`src/rtl/cfs_pkg.sv`:
```
// Shared types, widths and codes for the Coulomb field superposition block.
// Depends on nothing; every other file of the block but cfs_ram imports it.
`timescale 1ns / 1ps
package cfs_pkg;

  localparam int MAX_CHARGES_DEF = 16;

  localparam int POS_W  = 16;  // Q12.4 position
  localparam int STR_W  = 32;  // Q16.16 strength
  localparam int IDX_W  = 4;
  localparam int DIFF_W = 17;  // difference of two positions
  localparam int SQ_W   = 32;  // square of a difference
  localparam int D_W    = 33;  // squared distance, Q25.8
  localparam int ROOT_W = 21;  // distance, Q13.8
  localparam int DEN_W  = D_W + ROOT_W;          // 54
  localparam int PRD_W  = STR_W + DIFF_W;        // 49
  localparam int NUM_W  = PRD_W + 12;            // 61, signed
  localparam int MAG_W  = NUM_W - 1;             // 60
  localparam int ACC_W  = 42;                    // running sum, clamped to -2^40 .. 2^40-1
  localparam int OUT_W  = 32;
  localparam int RAM_W  = 2 * POS_W + STR_W;     // one table entry

  localparam logic KIND_LOAD  = 1'b0;
  localparam logic KIND_QUERY = 1'b1;

  localparam logic [1:0] REG_ACTIVE = 2'd0;
  localparam logic [1:0] REG_EXCL   = 2'd1;
  localparam logic [1:0] REG_SCALE  = 2'd2;

  localparam logic [4:0]  ACTIVE_RST = 5'd0;
  localparam logic [31:0] EXCL_RST   = 32'd1;
  localparam logic [31:0] SCALE_RST  = 32'd65536;

  typedef struct packed {
    logic                    kind;
    logic [IDX_W-1:0]        idx;
    logic signed [POS_W-1:0] px;
    logic signed [POS_W-1:0] py;
    logic signed [STR_W-1:0] s;
  } item_t;

  typedef struct packed {
    logic signed [OUT_W-1:0] fx;
    logic signed [OUT_W-1:0] fy;
    logic signed [OUT_W-1:0] ax;
    logic signed [OUT_W-1:0] ay;
    logic                    sat;
  } res_t;

endpackage

```
`src/rtl/cfs_front.sv`:
```
// Front end: accepts input beats, drops out-of-table loads, queues the rest.
// Depends on cfs_pkg.
`timescale 1ns / 1ps
module cfs_front #(
  parameter int MAX_CHARGES = cfs_pkg::MAX_CHARGES_DEF
) (
  input  logic           clk,
  input  logic           rst_n,
  input  logic           push,
  output logic           full,
  input  cfs_pkg::item_t item,
  output logic           q_valid,
  output cfs_pkg::item_t q_item,
  input  logic           q_pop
);
  import cfs_pkg::*;

  item_t      ent_r [2];
  logic       wp_r, rp_r;
  logic [1:0] cnt_r;
  logic       keep;
  logic       acc;

  assign full    = (cnt_r == 2'd2);
  assign acc     = push && !full;
  // drop loads aimed beyond the table
  assign keep    = (item.kind == KIND_QUERY) || (32'(item.idx) < MAX_CHARGES);
  assign q_valid = (cnt_r != 2'd0);
  assign q_item  = ent_r[rp_r];

  always_ff @(posedge clk) begin
    if (acc && keep) begin
      ent_r[wp_r] <= item;
    end
  end

  always_ff @(posedge clk) begin
    if (!rst_n) begin
      wp_r  <= 1'b0;
      rp_r  <= 1'b0;
      cnt_r <= 2'd0;
    end else begin
      if (acc && keep) begin
        wp_r <= !wp_r;
      end
      if (q_pop && q_valid) begin
        rp_r <= !rp_r;
      end
      cnt_r <= cnt_r + 2'((acc && keep) ? 1 : 0) - 2'((q_pop && q_valid) ? 1 : 0);
    end
  end

`ifndef NO_ASSERTIONS
  a_no_overfill: assert property (@(posedge clk) disable iff (!rst_n)
    cnt_r == 2'd2 |=> cnt_r != 2'd3)
    else $error("queue count overflow");
  a_pop_has_data: assert property (@(posedge clk) disable iff (!rst_n)
    cnt_r == 2'd0 && !(push && keep) |=> cnt_r == 2'd0)
    else $error("queue filled without push");
  a_ptr_match: assert property (@(posedge clk) disable iff (!rst_n)
    (cnt_r == 2'd0 || cnt_r == 2'd2) |-> wp_r == rp_r)
    else $error("pointers disagree with count");
`endif

endmodule

```
`config.mk`:
```
export PLATFORM = sky130hd
export DESIGN_NAME = cfs_front
export DESIGN_NICKNAME = d
export VERILOG_FILES = /design/src/rtl/cfs_pkg.sv /design/src/rtl/cfs_front.sv
export SDC_FILE = /design/constraint.sdc
export NUM_CORES = 1
export LEC_CHECK = 0
export ABC_AREA = 1
export BUFFER_PORTS_ARGS = -buffer_cell sky130_fd_sc_hd__buf_2
export CAP_MARGIN = 20
export CORE_ASPECT_RATIO = 1.75
export CORE_MARGIN = 3
export CORE_UTILIZATION = 35
export DETAILED_ROUTE_END_ITERATION = 10
export SLEW_MARGIN = 20
export SYNTH_ARGS = -nofsm -noshare
export SYNTH_HDL_FRONTEND = slang
export SYNTH_SLANG_ARGS = --single-unit
```
`constraint.sdc`:
```
create_clock -name clk -period 5.9 [get_ports clk]
set_input_delay 1.18 -clock clk [delete_from_list [all_inputs] [get_ports clk]]
set_output_delay 1.18 -clock clk [all_outputs]
set_load 0.005 [all_outputs]
```
Word level (Yosys, flattened, before mapping). Memories as Yosys holds them, arrays and structs flattened. A register that Yosys moved wholly into a read port is not among the register bits. Index checks and enable logic that the tools add are counted.

Add/sub/neg operators: 2. Equality and inequality tests: 1. Mux-type cells: 6. Reduce and logical (&&, ||, !) cells: 6.

Operator list (count): $mux 1 (6); $logic_not 1->1 (3); $add 2x1->2 (1); $eq 2x2->1 const B (1); $logic_and 1x1->1 (2); $reduce_bool 2->1 (1); $sub 2x1->2 (1).

Register bits after elaboration: 4. Bits in writable memories: 138. Input port bits: 73. Output and inout port bits: 71. Logic and storage cells: 19. Memories: 1.

Memory list: ent_r (depth 2, width 69, rd ports 1, clocked after Yosys merged registers in 1, write ports 1, RTL line cfs_front.sv:18) `item_t ent_r [2];`.

Longest topological paths before layout. Gate-level depths: netlist of the first run.

Depth after elaboration: 6. Mapped depth: 11. Mapped depth without buffers: 11.

Least setup slack after synthesis of the first run. No wires, ideal clock.

Path type: input to register. From: input port push. To: memory ent_r[0][0] (netlist bit) (enable). Setup time: 496 ps. Arrival: 4131 ps. Data required time: 5404 ps. Setup slack: 1273 ps. Stages on the path: 2. Path buffers: 0. Cells stage by stage: nand2_1 > nor2_1.

Longest elaborated chain between the ends: 3.

RTL lines: start: declaration (RTL line cfs_front.sv:9) `input logic push,`; $logic_and 1x1->1 (RTL line cfs_front.sv:25) `assign acc = push && !full;`; $mux 1 (RTL line cfs_front.sv:32) `if (acc && keep) begin`; $mux 1 (not written as such) (RTL line cfs_front.sv:33) `ent_r[wp_r] <= item;`; end: declaration (RTL line cfs_front.sv:18).

No other way between the ends.

==> results.json, run 1 <==
{
  "status": "complete, no violations",
  "crit_slowest_cell": "dfxtp_4",
  "clk_pin_slew_ns": 0.05,
  "ant_nets": 0,
  "period_share_pct": 53.71,
  "r2r-end": "ent_r[0][18]",
  "setup_tns_ns": 0,
  "yosysWarnings": 0,
  "r2r-start": "cnt_r[0]",
  "layout_setup_ws_ns": 2.731,
  "htree_levels": 4,
  "power.share.clock_pct": 38.4,
  "p_int_mw": 2.367,
  "grt_max_degree": 70,
  "hold_buffers": 0,
  "powerDensity_nw_per_um2": 452.4,
  "synth-seq-cells": 143,
  "drc": 0,
  "critical_path_buf_inv_count": 1,
  "root_buffer": "clkbuf_16",
  "cts_buffers": 17,
  "antennaDiodeCount": 0,
  "synthFlopType": "edfxtp_1",
  "die_y_um": 168.3,
  "fmax_mhz": 315.6,
  "cp.required_ns": 4.72,
  "synth_cells": 252,
  "seq_area_frac_synth_pct": 80.61,
  "placed_area_um2": 6170,
  "pwr-share-comb_pct": 17.1,
  "tritoncts": "done",
  "synth_top_area_share_pct": 78.71,
  "p_leak_nw": 2.619,
  "grt.total_usage_pct": 11.91,
  "vdd_ir_drop_max_mv": 0.4498,
  "skew_ns": 0.006958,
  "worst-r2r-cell-count": 5,
  "hpwl_um": 6451,
  "drt_iter0_markers": 93,
  "criticalPathCategory": "flop to primary output",
  "core_um2": 14590,
  "holdCritStartpoint": "rp_r",
  "synthArstFlopShare_pct": 0,
  "synth_nets": 327,
  "rows": 58,
  "post-synth-top-count-cell": "edfxtp_1",
  "grt_pass1_vias": 2955,
  "die_x_um": 98.72,
  "clock-sinks": 143,
  "crit_fanout": 69,
  "fin_area_um2": 6834,
  "seqPwrFrac_pct": 44.5,
  "nets": 483,
  "sw_frac_of_total_pct": 23.45,
  "cts_resized": 0,
  "synth.distinct_cells": 13,
  "gp_congestion": 0.7626,
  "tightest_slew_ns": 0.9779,
  "viasPerCell": 4.557,
  "arrival_ns": 1.99,
  "period_minus_slack_ns": 3.169,
  "dr.pass1.iters": 4,
  "fin_hold_ws_ns": 0.5059,
  "vias": 2734,
  "hold_class": "flop to flop",
  "setup_violations": 0,
  "avgSynthCellArea_um2": 20.89,
  "final_hold_viol_count": 0,
  "path_cells": "mux2_2 > buf_2",
  "end_kind": "primary output",
  "ys_top_cells_by_area": "edfxtp_1 79%, mux2_2 13%, mux2_4 2.9%, dfxtp_1 1.9%, nand2_1 0.64%",
  "yosys-top-cells-count": "138 x edfxtp_1, 59 x mux2_2, 10 x mux2_4, 9 x nand2_1",
  "nFillCells": 1275,
  "p_sw_mw": 0.7250,
  "maxCapViolations": 0,
  "relSlewSlack_pct": 34.66,
  "clk_latency_ns": 0.40,
  "path_delay_family": "flip-flops",
  "multiInputGateArea_um2": 935.9,
  "cpPeakStageDelay_ns": 0.99,
  "synth_edf_count": 138,
  "numPortBuffers": 143,
  "drive_gt1_share_pct": 58.57,
  "reg2reg_slack_ns": 3.52,
  "grt_overflow_total": 0,
  "syn_to_final_growth_pct": 29.80,
  "final-seq-area_um2": 4248,
  "grt_pass1_wl_um": 14830,
  "die-area_um2": 16610,
  "post-cts-setup-buffers": 0,
  "slew_viol_final": 0,
  "start_util_pct": 36.10,
  "cts_buffer_depth": 2,
  "antenna_found_initial": 1,
  "wl_um": 9679,
  "cp-start-kind": "flop",
  "synthesis.area_um2": 5265,
  "min_path_cells": 2,
  "routedWlPerCell_um": 16.13,
  "io_pins": 144,
  "pre_cts_ws_ns": 2.744,
  "rsz0062_at_grt": "no",
  "synth_top_area_cell": "edfxtp_1"
}
power groups by stage:
stage	combinational [mW]	sequential (mW)	clock [mW]
global placement	0.537	1.40	0
floorplan	0.364	1.34	0
CTS	0.545	1.38	1.22
finish	0.528	1.38	1.19
detailed placement	0.542	1.40	0
global route	0.581	1.40	1.26
worst max path at each step:
stage	startpoint	to	slack, ns	cells past startpoint
2_1_floorplan	push	ent_r[0][0]	1.27	2
3_3_place_gp	push	ent_r[0][19]	2.76	4
3_5_place_dp	push	ent_r[0][29]	2.74	4
4_1_cts	flop	q_item[16]	2.65	2
5_1_grt	flop	q_item[41]	2.60	2
6_report	flop	q_item[16]	2.73	2
registers in the layout (all words and copies together) (netlist names), named ones only:
| signal | flops |
|---|---|
| ent_r | 138 |
| cnt_r | 2 |
| rp_r | 1 |
| wp_r | 1 |
per-layer routing:
layer	global-route usage, %	up-vias	share of wire (%)
met1	11.96	1345	35
met4	5.886	2	1.9
li1	-	1291	-
met3	3.731	14	5.3
met2	21.81	82	58
met5	0	-	0.21
final cells by class:
| cell class | instances | area share [%] |
|---|---|---|
| multi-input cells | 93 | 13.69 |
| inverters | 8 | 0.4394 |
| clock inverters | 14 | 3.497 |
| flip-flops and latches | 143 | 62.16 |
| well taps | 180 | 3.295 |
| repair buffers | 145 | 10.69 |
| clock buffers | 17 | 6.225 |
kinds of logic after synthesis:
family / Yosys count / synth area share (%)
fa+ha+maj: 2 / 0.4752
compound gates: 2 / 0.1901
buf+inv: 16 / 1.758
simple gates: 20 / 1.497
mux: 69 / 15.47
flops: 143 / 80.61
metrics by stage:
stage / std cells / util (%) / power (mW)
2_1_floorplan: 252 / - / 1.707
3_3_place_gp: 569 / 42.30 / 1.932
3_5_place_dp: 569 / 42.30 / 1.945
4_1_cts: 600 / 46.85 / 3.144
5_1_grt: 600 / 46.85 / 3.237
6_report: 600 / 46.85 / 3.092
worst register-to-register path, delay by kind of cell, from the launching register on:
kind                   cells  cell delay, ns
buffers and inverters      2            0.63
AND/OR/NAND/NOR            3            0.99
flip-flops                 1            0.36
placed cells by master (no fill, tap or decap), types with 3 or more instances in the layout:
cell type	instances
buf_2	143
edfxtp_1	138
mux2_2	59
clkbuf_16	17
mux2_4	10
nand2_1	9
inv_1	7
nor2_1	7
bufinv_16	6
dfxtp_1	4
nand3_1	3
clkinv_4	3
No activity file was read; power rests on OpenSTA's default activity.
==> inputs of run 2 (changes only) <==
clock period = 2.8 ns   (was 5.9 ns; I/O delays follow)
==> run 2 against run 1 <==
Largest cell class unchanged. Via count grew 0.91%. Critical path depth is 1 higher. Worst setup slack got worse by 2.2 ns. Sequential cell count is the same. Die area stayed put.
==> results.json, run 2 (synthesized netlist as in run 1, its figures left out) <==
{
  "clk_pin_slew_ns": 0.06,
  "fmax_mhz": 444.3,
  "start_util_pct": 36.10,
  "arrival_ns": 1.69,
  "tritoncts": "done",
  "drive_gt1_share_pct": 59.00,
  "cts_buffers": 17,
  "powerDensity_nw_per_um2": 914.7,
  "reg.largest.list": "ent_r x138, cnt_r x2",
  "htree_levels": 4,
  "die_y_um": 168.3,
  "crit_fanout": 17,
  "vias": 2759,
  "drc": 0,
  "grt.total_usage_pct": 12.23,
  "grt_pass1_vias": 2991,
  "grt_max_degree": 70,
  "period_share_pct": 80.39,
  "placed_area_um2": 6225,
  "layout_setup_ws_ns": 0.5490,
  "status": "complete, no violations",
  "worst-r2r-cell-count": 10,
  "maxCapViolations": 0,
  "largest_reg_flops": 138,
  "end_kind": "primary output",
  "r2r-end": "cnt_r[1]",
  "final_cell_mix": "143 x buf_2, 138 x edfxtp_1, 59 x mux2_2",
  "cts_buffer_depth": 2,
  "drt_iter0_markers": 133,
  "io_pins": 144,
  "tightest_slew_ns": 0.4902,
  "post-cts-setup-buffers": 0,
  "fin_util_pct": 46.62,
  "relSlewSlack_pct": 67.32,
  "ant_nets": 0,
  "die-area_um2": 16610,
  "hold_class": "primary input to flop",
  "hold_buffers": 0,
  "r2r-start": "cnt_r[0]",
  "numPortBuffers": 143,
  "layout.cells.non_filler": 603,
  "reg2reg_slack_ns": 1.21,
  "grt_pass1_wl_um": 15290,
  "die_x_um": 98.72,
  "min_path_cells": 1,
  "criticalPathCategory": "flop to primary output",
  "nets": 487,
  "period_minus_slack_ns": 2.251,
  "slew_viol_final": 0,
  "rsz0062_at_grt": "no",
  "setup_tns_ns": 0,
  "setup_violations": 0,
  "skew_ns": 0.008612,
  "cts_resized": 0,
  "syn_to_final_growth_pct": 29.16,
  "core_um2": 14590,
  "dr.pass1.iters": 4,
  "rows": 58,
  "root_buffer": "clkbuf_16",
  "viasPerCell": 4.575,
  "gp_congestion": 0.7409,
  "hpwl_um": 6999,
  "min_to": "ent_r[0][23]",
  "regMostFlops": "ent_r",
  "cp.required_ns": 2.24,
  "antenna_found_initial": 1,
  "grt_overflow_total": 0,
  "clk_latency_ns": 0.40,
  "pre_cts_ws_ns": 0.9324,
  "nFillCells": 1301,
  "final_hold_viol_count": 0,
  "final_common_cell": "buf_2",
  "routedWlPerCell_um": 16.76,
  "fin_area_um2": 6800,
  "holdCritStartpoint": "item[23]",
  "cp-start-kind": "flop",
  "wl_um": 10100,
  "p_leak_nw": 2.598,
  "vdd_ir_drop_max_mv": 0.5426,
  "clock-sinks": 143,
  "place_inst": 573
}
==> run 2: cell types whose count changed in the layout (fill, tap and decap cells not counted), sizes merged <==
| cell | change |
|---|---|
| buf | +4 |
| bufinv | -3 |
| clkinvlp | +3 |
| inv | -2 |
| diode | +1 |
==> run 2: final cells by class <==
cell class              count  area [um2]  area share, %
well taps                 180       225.2          3.312
diodes                      1       2.502        0.03680
inverters                   8       30.03         0.4416
multi-input cells          93       935.9          13.76
flip-flops and latches    143        4248          62.47
clock inverters            12       147.6          2.171
clock buffers              17       425.4          6.256
repair buffers            149       785.8          11.55
==> run 2: where the power goes <==
| group | total, mW | switching, mW | internal [mW] |
|---|---|---|---|
| logic | 1.23 | 0.597 | 0.638 |
| registers | 2.82 | 0.107 | 2.71 |
| clock network | 2.17 | 0.790 | 1.38 |
| total | 6.22 | 1.49 | 4.73 |
==> run 2: critical path: stages, from the launching register on <==
cell and delay, ns:
dfxtp_4 0.50, buf_4 0.29, mux2_2 0.37, buf_2 0.13
==> run 2: per-stage QoR <==
| step | power, mW | hold slack, ns |
|---|---|---|
| finish | 6.220 | 0.3481 |
| global route | 6.530 | 0.3228 |
| CTS | 6.325 | 0.3251 |
| detailed placement | 4.136 | 0.5070 |
| global placement | 4.097 | 0.5002 |
| floorplan | 3.585 | 0.4675 |
==> run 2: worst max path at each step <==
stage | from | endpoint | slack (ns) | cells after the start
floorplan | push | ent_r[1][0] | 0.37 | 2
global placement | flop | q_item[7] | 0.96 | 3
detailed placement | flop | q_item[7] | 0.93 | 3
CTS | flop | q_item[5] | 0.50 | 3
global route | flop | q_item[68] | 0.46 | 3
finish | flop | q_item[5] | 0.55 | 3
==> run 2: metal layers <==
layer / up-vias / wire length, um / track usage (%)
met1: 1373 / 3329 / 11.39
met3: 12 / 454 / 2.985
met4: 0 / 229 / 6.064
met2: 85 / 6091 / 23.93
met5: - / 0 / 0
li1: 1289 / - / -
==> inputs of run 3 (changes only) <==
clock period = 2.2 ns   (was 2.8 ns; I/O delays follow)
==> run 3 against run 2 <==
Clock power is 31% higher. Sequential power up 27%. Final area up 0.85%. Sequential cell count did not move. Largest cell class unchanged. Core utilization is 0.39 points higher.
==> results.json, run 3 (synthesized netlist as in run 1, its figures left out) <==
{
  "clk_pin_slew_ns": 0.06,
  "viasPerCell": 4.539,
  "fmax_mhz": 478.4,
  "final_cell_mix": "143 x buf_2, 138 x edfxtp_1, 59 x mux2_2",
  "reg2reg_slack_ns": 0.53,
  "r2r-start": "cnt_r[1]",
  "skew_ns": 0.007583,
  "rsz0062_at_grt": "no",
  "cts_buffer_depth": 2,
  "rows": 58,
  "final_common_cell": "buf_2",
  "status": "complete, no violations",
  "final_hold_viol_count": 0,
  "drt_iter0_markers": 72,
  "tritoncts": "done",
  "setup_tns_ns": 0,
  "drc": 0,
  "cts_resized": 0,
  "largest_reg_flops": 138,
  "regMostFlops": "ent_r",
  "clk_latency_ns": 0.40,
  "die-area_um2": 16610,
  "maxCapViolations": 0,
  "routedWlPerCell_um": 16.37,
  "grt.total_usage_pct": 12.33,
  "relSlewSlack_pct": 72.70,
  "ant_nets": 0,
  "period_minus_slack_ns": 2.090,
  "grt_pass1_wl_um": 15260,
  "end_kind": "primary output",
  "hpwl_um": 6991,
  "die_y_um": 168.3,
  "post-cts-setup-buffers": 0,
  "syn_to_final_growth_pct": 30.25,
  "antennaDiodeCount": 0,
  "fin_util_pct": 47.01,
  "grt_max_degree": 43,
  "hold_class": "primary input to flop",
  "tightest_slew_ns": 0.4087,
  "crit_fanout": 29,
  "vias": 2746,
  "holdCritStartpoint": "item[41]",
  "cp.required_ns": 1.76,
  "slew_viol_final": 0,
  "clock-sinks": 143,
  "die_x_um": 98.72,
  "nets": 487,
  "drive_gt1_share_pct": 58.59,
  "vdd_ir_drop_max_mv": 0.6306,
  "start_util_pct": 36.10,
  "root_buffer": "clkbuf_16",
  "criticalPathCategory": "flop to primary output",
  "period_share_pct": 95.01,
  "arrival_ns": 1.65,
  "cp-start-kind": "flop",
  "dr.pass1.iters": 4,
  "powerDensity_nw_per_um2": 1170,
  "cts_buffers": 17,
  "hold_buffers": 0,
  "p_leak_nw": 2.607,
  "io_pins": 144,
  "antenna_found_initial": 2,
  "htree_levels": 4,
  "r2r-end": "ent_r[1][44]",
  "wl_um": 9905,
  "min_path_cells": 1,
  "worst-r2r-cell-count": 4,
  "gp_congestion": 0.6824,
  "numPortBuffers": 143,
  "min_to": "ent_r[0][41]",
  "core_um2": 14590,
  "reg.largest.list": "ent_r x138, cnt_r x2",
  "grt_pass1_vias": 2974,
  "grt_overflow_total": 0,
  "setup_violations": 0
}
## run 3: cell types whose count changed in the layout (fill, tap and decap cells not counted), moves of 2 or more
cell      previous run  this run
buf_12               2         5
buf_4                4         1
clkinv_1             1         3
clkinv_2             3         1
inv_6                0         3
## run 3: per-layer routing
metal | vias to the layer above | global-route usage [%] | share of wire [%]
li1 | 1296 | - | -
met1 | 1356 | 11.11 | 33
met2 | 75 | 23.70 | 61
met3 | 15 | 4.229 | 4.9
met4 | 4 | 6.064 | 1.9
met5 | - | 0 | 0.16
## run 3: how the worst max path moves through the flow
| stage | slack (ns) | cells after the start | end |
|---|---|---|---|
| 3_3_place_gp | 0.42 | 4 | ent_r[1][52] |
| 3_5_place_dp | 0.43 | 4 | ent_r[1][54] |
| 6_report | 0.11 | 3 | q_item[1] |
| 2_1_floorplan | 0.17 | 4 | ent_r[0][0] |
| 5_1_grt | 0.02 | 3 | q_item[7] |
| 4_1_cts | 0.07 | 3 | q_item[32] |
## run 3: critical path: stages (launching register included)
cell	delay, ns
dfxtp_4	0.48
buf_12	0.24
mux2_2	0.37
buf_2	0.14
## run 3: cell type report
type,instances,area [um2]
Multi-Input combinational cell,93,935.9
Clock buffer,18,429.2
Sequential cell,143,4248
Tap cell,180,225.2
Fill cell,1267,7729
Inverter,8,33.78
Timing Repair Buffer,149,823.3
Clock inverter,14,162.7
## run 3: power by group
group          switching, mW  internal (mW)  leakage (nW)  total [mW]
combinational          0.775          0.841          1.00        1.62
clock                   1.06           1.78         0.276        2.84
sequential             0.125           3.45          1.33        3.57
## run 3: stage by stage
| stage | hold slack [ns] | instance area, um2 | total power, mW | setup WS (ns) | instances |
|---|---|---|---|---|---|
| after detailed placement | 0.5017 | 6266 | 5.299 | 0.4273 | 573 |
| after CTS | 0.1936 | 6858 | 8.161 | 0.06662 | 605 |
| after global placement | 0.4927 | 6266 | 5.258 | 0.4186 | 573 |
| after floorplan | 0.4675 | 5276 | 4.562 | 0.1740 | 252 |
| after global routing | 0.1980 | 6858 | 8.423 | 0.01916 | 605 |
| final | 0.2191 | 6858 | 8.026 | 0.1099 | 605 |
